===== config.mk =====
export PLATFORM = sky130hd
export DESIGN_NAME = tcphf_cell
export DESIGN_NICKNAME = d
export VERILOG_FILES = /design/src/tcp_header_filter_and_stats_assert.svh /design/src/tcphf_pkg.sv /design/src/tcphf_cell.sv
export SDC_FILE = /design/constraint.sdc
export NUM_CORES = 1
export LEC_CHECK = 0
export BUFFER_PORTS_ARGS = -buffer_cell sky130_fd_sc_hd__buf_2
export CAP_MARGIN = 20
export CORE_MARGIN = 8
export CORE_UTILIZATION = 44
export CTS_CLUSTER_SIZE = 28
export DETAILED_ROUTE_END_ITERATION = 8
export GPL_ROUTABILITY_DRIVEN = 0
export GPL_TIMING_DRIVEN = 0
export HOLD_SLACK_MARGIN = 0.15
export PLACE_DENSITY = 0.74
export SETUP_SLACK_MARGIN = 0.1
export SYNTH_ARGS = -nofsm -noshare
export SYNTH_HDL_FRONTEND = slang
export SYNTH_SLANG_ARGS = --single-unit

===== constraint.sdc =====
create_clock -name clk -period 3.7 [get_ports clk]
set_input_delay 0.185 -clock clk [delete_from_list [all_inputs] [get_ports clk]]
set_output_delay 0.185 -clock clk [all_outputs]
set_load 0.01 [all_outputs]

===== src/tcp_header_filter_and_stats_assert.svh =====
// assertion macros shared by the rtl
`ifndef TCP_HEADER_FILTER_AND_STATS_ASSERT_SVH
`define TCP_HEADER_FILTER_AND_STATS_ASSERT_SVH

// same-cycle implication, off during reset
`define TCPHF_ASSERT_NOW(lbl, ante, cons) \
  lbl: assert property (@(posedge clk) disable iff (rst) (ante) |-> (cons)) \
    else $error("tcphf assertion failed");

// next-cycle implication, off during reset
`define TCPHF_ASSERT_NEXT(lbl, ante, cons) \
  lbl: assert property (@(posedge clk) disable iff (rst) (ante) |=> (cons)) \
    else $error("tcphf assertion failed");

`endif


===== src/tcphf_pkg.sv =====
package tcphf_pkg;

  localparam int ADDR_DEPTH = 128;
  localparam int CNT_W      = $clog2(ADDR_DEPTH + 1);
  localparam int NUM_FLAGS  = 6;
  localparam int PADDR_W    = 5;

  localparam logic [15:0] ETHERTYPE_IPV4 = 16'h0800;
  localparam logic [7:0]  PROTO_TCP      = 8'd6;
  localparam logic [31:0] CNT_MAX        = 32'hFFFF_FFFF;

  typedef enum logic [2:0] {
    VERD_BAD_LEN  = 3'd0,
    VERD_NOT_TCP  = 3'd1,
    VERD_FILTERED = 3'd2,
    VERD_RECORDED = 3'd3,
    VERD_FULL     = 3'd4
  } verdict_t;

  typedef enum logic [2:0] {
    REG_SRC_IP   = 3'd0,
    REG_DST_IP   = 3'd1,
    REG_SRC_PORT = 3'd2,
    REG_DST_PORT = 3'd3,
    REG_MIN_LEN  = 3'd4,
    REG_MAX_LEN  = 3'd5
  } reg_idx_t;

  typedef enum logic [1:0] {
    ST_IDLE,
    ST_SCAN,
    ST_FINISH
  } state_t;

  typedef struct packed {
    logic [31:0] src;
    logic [31:0] dst;
  } addr_pair_t;

  // lookup token walking the cell row
  typedef struct packed {
    logic        vld;
    logic        src_found;
    logic        dst_found;
    logic [31:0] src_hits;
    logic [31:0] dst_hits;
  } token_t;

  // append command broadcast to the row
  typedef struct packed {
    logic             en;
    logic [CNT_W-1:0] slot;
  } append_t;

  function automatic logic [31:0] sat_inc(input logic [31:0] v);
    sat_inc = (v == CNT_MAX) ? v : v + 32'd1;
  endfunction

endpackage


===== src/tcphf_cell.sv =====
module tcphf_cell (
  input  logic                          clk,
  input  logic                          rst,
  input  logic [tcphf_pkg::CNT_W-1:0]   my_slot,
  input  logic [tcphf_pkg::CNT_W-1:0]   used,
  input  tcphf_pkg::addr_pair_t         key,
  input  tcphf_pkg::append_t            app,
  input  tcphf_pkg::token_t             tok_in,
  output tcphf_pkg::token_t             tok_out
);

  logic [31:0] ent_src;
  logic [31:0] ent_dst;
  logic [31:0] src_hits;
  logic [31:0] dst_hits;
  logic        live;
  logic        src_hit_now;
  logic        dst_hit_now;

  assign live        = (my_slot < used);
  assign src_hit_now = tok_in.vld && live && !tok_in.src_found && (ent_src == key.src);
  assign dst_hit_now = tok_in.vld && live && !tok_in.dst_found && (ent_dst == key.dst);

  // entry storage, written by append or by a hit
  always_ff @(posedge clk) begin
    if (app.en && (app.slot == my_slot)) begin
      ent_src  <= key.src;
      ent_dst  <= key.dst;
      src_hits <= 32'd1;
      dst_hits <= 32'd1;
    end else begin
      if (src_hit_now) src_hits <= tcphf_pkg::sat_inc(src_hits);
      if (dst_hit_now) dst_hits <= tcphf_pkg::sat_inc(dst_hits);
    end
  end

  // token hand-off to the next cell
  always_ff @(posedge clk) begin
    if (rst) begin
      tok_out.vld <= 1'b0;
    end else begin
      tok_out.vld <= tok_in.vld;
    end
    tok_out.src_found <= tok_in.src_found || src_hit_now;
    tok_out.dst_found <= tok_in.dst_found || dst_hit_now;
    tok_out.src_hits  <= src_hit_now ? tcphf_pkg::sat_inc(src_hits) : tok_in.src_hits;
    tok_out.dst_hits  <= dst_hit_now ? tcphf_pkg::sat_inc(dst_hits) : tok_in.dst_hits;
  end

endmodule


==> results.tsv <==
stage	metric	value	unit
outcome	status	complete, no violations	
worst_hold_path	Worst Hold Class	in2reg	
clock_tree	clock sinks	195	
clock_tree	Clock transition at path regs	0.07	ns
synthesis	Yosys cell types	53	
synthesis	sequential area share after synthesis	49.3	%
place	post-detail-place hpwl	19100	um
synthesis	Synth Register Bits	195	
critical_path	Worst Path Class, Setup	in2reg	
final_layout	layout cells sized above 1	22.8	%
global_route	largest net degree at the start of global routing	65	
run	maxcap violations	0	
clock_tree	CTS max path bufs	2	
clock_tree	CTS tree	built	
timing	Final Cycle Share	76.8	%
place	cell count after placement	1415	
timing	setup violators final	0	
synthesis	synth warn	0	
critical_path	worst-path cell chain	dlygate4sd3_1 > buf_2 > xnor2_1 > nand4_1 > nor4_1 > nand4_1 > clkbuf_1 > buf_1 > a311oi_1 > a21o_1	
synthesis	largest cells by area after synthesis	dfxtp_1 (28%), edfxtp_1 (21%), xnor2_1 (9.0%)	
die	Die Span X	161	um
die	total die area	25800	um2
synthesis	Synth area leader	dfxtp_1	
synthesis	Post-Syn Area per Cell	10.1	um2
clock_tree	postcts setup bufs	0	
route	DR pass1 iterations	5	
synthesis	Primary FF master, synth	dfxtp_1	
timing	Setup Skew	0.0115	ns
place	count of buffers from port buffering	224	
clock_tree	number of CTS-inserted buffers	17	
synthesis	Mapped Cells	915	
route	antenna violation net count after detailed routing	0	
final_layout	fillers	1712	
critical_path	slowest CP cell	dlygate4sd3_1	
timing	final hold vios	0	
global_route	vias in the first global route	8546	
critical_path	Required @ worst endpoint	4.08	ns
critical_path	Critical Path End Type	register	
synthesis	number of enable flip-flop cells after synthesis	64	
clock_tree	Clock Latency Late Sink	0.44	ns
route	drt drc	0	
route	DR vias/cell	5.37	
pwr	post-layout total power	4570	uW
final_layout	Finished Layout Cells	1582	
die	# IOs	225	
critical_path	worst-path maximum fanout	10	
die	Initial Util	44.3	%
critical_path	most frequent CP cell	nand4_1	
clock_tree	clk root buf	clkbuf_16	
route	wire length per cell	17.3	um
final_layout	Area Growth Syn to Fin	36.9	%
global_route	global-route wire length before repair	43700	um
global_route	gr usage total	20.8	%
synthesis	share of flip-flops with an asynchronous set or reset	0	%
route	first-iteration detailed-routing DRC count	532	
synthesis	syn_nets	1082	
timing	count of pins over their slew limit	0	
timing	crit path time final	2.84	ns
synthesis	Synth Cell Area	9220	um2
pwr	Pwr per Cell Area	362	nW/um2
final_layout	cell area after layout	12600	um2
die	Rows	53	
critical_path	CP peak stage delay	0.54	ns
timing	slew margin rel.	47.3	%
timing	Worst Tran Pin Value	0.780	ns
route	drt total wl	27300	um
pwr	worst vdd ir	0.302	mV
die	Die Span Y	161	um
global_route	Congestion Overflow GR	0	
clock_tree	H-tree depth	4	
pwr	Pleak	0.00491	uW
synthesis	Yosys top cell area share	28.4	%
timing	Max Freq	352	MHz
timing	RSZ-0062 raised after global routing	false	
place	Post-DP Area	10700	um2
route	total number of vias	8493	
timing	setup_tns	0	ns
critical_path	Worst setup SP type	input pin	
final_layout	post-layout net count	1458	
global_route	initial antenna violation count	3	
critical_path	WP data arrival	3.22	ns
die	Core ar.	20800	um2
==> sequential cells by signal, indices dropped and copies added (netlist names) <==
name and count:
src_hits 32, ent_src 32, tok_out 67, ent_dst 32, dst_hits 32
==> report_power, final <==
part | total, uW | switching, uW | internal [uW] | leakage (uW)
Combinational | 433 | 184 | 249 | 0.00299
Sequential | 2270 | 18.8 | 2250 | 0.00166
Clock | 1870 | 863 | 1000 | 0.000271
==> worst paths after layout <==
path                 from  slack [ns]           end  cells past startpoint
max                key[2]        0.86    tok_out[6]                     10
min                app[8]        0.37   src_hits[0]                      4
max reg2reg    ent_dst[2]        0.90    tok_out[6]                      8
min reg2reg  dst_hits[30]        0.52  dst_hits[30]                      2
==> final cells by class <==
class / count / area (um2) / area share [%]
clock buffer: 18 / 429 / 3.40
clock inverter: 14 / 153 / 1.21
multi-input combinational: 662 / 4450 / 35.2
tap: 275 / 344 / 2.72
buffer: 47 / 190 / 1.51
inverter: 11 / 41.3 / 0.327
timing repair buffer: 357 / 2470 / 19.6
sequential: 195 / 4540 / 36.0
antenna: 3 / 7.51 / 0.0594
==> cells in the mapped netlist, types with 4 or more instances <==
cell        n
and3_1      9
ha_1        9
mux2i_1     4
or4_1      57
nand4_1    50
and2_1      7
nor4_1      9
and4_1     12
dfxtp_1   131
o211ai_1   39
nor2_1     12
nand2b_1    4
nand3_1    28
inv_1      11
a21oi_1    21
nor3_1      7
nor2b_1     5
buf_2       5
or3_1       5
o21ai_0    52
edfxtp_1   64
xnor2_1    95
mux2_2     19
o31ai_1    18
nand2_1   125
xor2_1     35
clkbuf_1   37
==> critical path: cells and delay by family <==
| family | cells | cell delay (ns) |
|---|---|---|
| buf+inv | 4 | 1.41 |
| compound gates | 2 | 0.51 |
| xor+xnor | 1 | 0.16 |
| simple gates | 3 | 0.94 |
==> cells by family (layout without fill, tap and decap cells) <==
| group | count (synthesis) | in the layout | share of synthesized area (%) |
|---|---|---|---|
| and+or+nand+nor | 352 | 352 | 21.6 |
| DFF | 195 | 195 | 49.3 |
| AOI/OAI and AO/OA | 148 | 148 | 10.3 |
| xor gates and xnor gates | 130 | 130 | 12.3 |
| buffers and inverters | 58 | 447 | 2.47 |
| muxes | 23 | 23 | 2.75 |
| adders and majority gates | 9 | 9 | 1.22 |
| other | 0 | 3 | 0 |
==> through the flow <==
step	util (%)	hold WS, ns	worst slack (ns)
finish	60.6	0.369	0.859
global route	60.6	0.422	0.599
CTS	60.6	0.387	0.848
detailed placement	51.5	0.356	0.435
global placement	51.3	0.340	-1.19
floorplan	-	0.257	0.299
==> cell usage in the layout (no fill, tap or decap), types with 9 or more instances in the layout <==
| master | instances |
|---|---|
| buf_2 | 229 |
| dlygate4sd3_1 | 132 |
| dfxtp_1 | 131 |
| nand2_1 | 125 |
| xnor2_1 | 95 |
| edfxtp_1 | 64 |
| or4_1 | 57 |
| o21ai_0 | 52 |
| nand4_1 | 50 |
| o211ai_1 | 39 |
| clkbuf_1 | 37 |
| xor2_1 | 35 |
| nand3_1 | 28 |
| a21oi_1 | 21 |
| mux2_2 | 19 |
| o31ai_1 | 18 |
| clkbuf_16 | 17 |
| and4_1 | 12 |
| nor2_1 | 12 |
| inv_1 | 11 |
| and3_1 | 9 |
| nor4_1 | 9 |
| ha_1 | 9 |
==> layer usage <==
layer,wire [um],global-route usage [%],vias to the layer above,share of wire [%]
li1,-,-,4152,-
met1,11200,24.8,3992,41
met2,13600,36.1,316,50
met3,2100,5.14,33,7.7
met4,486,6.57,0,1.8
met5,0,0,-,0
==> what timing repair did <==
action,CTS,global route
hold endpoints to repair,131,0
gates resized for setup,0,0
endpoints found under the setup margin,0,0
hold buffers,132,0
Power figures use the tool's default switching activity.
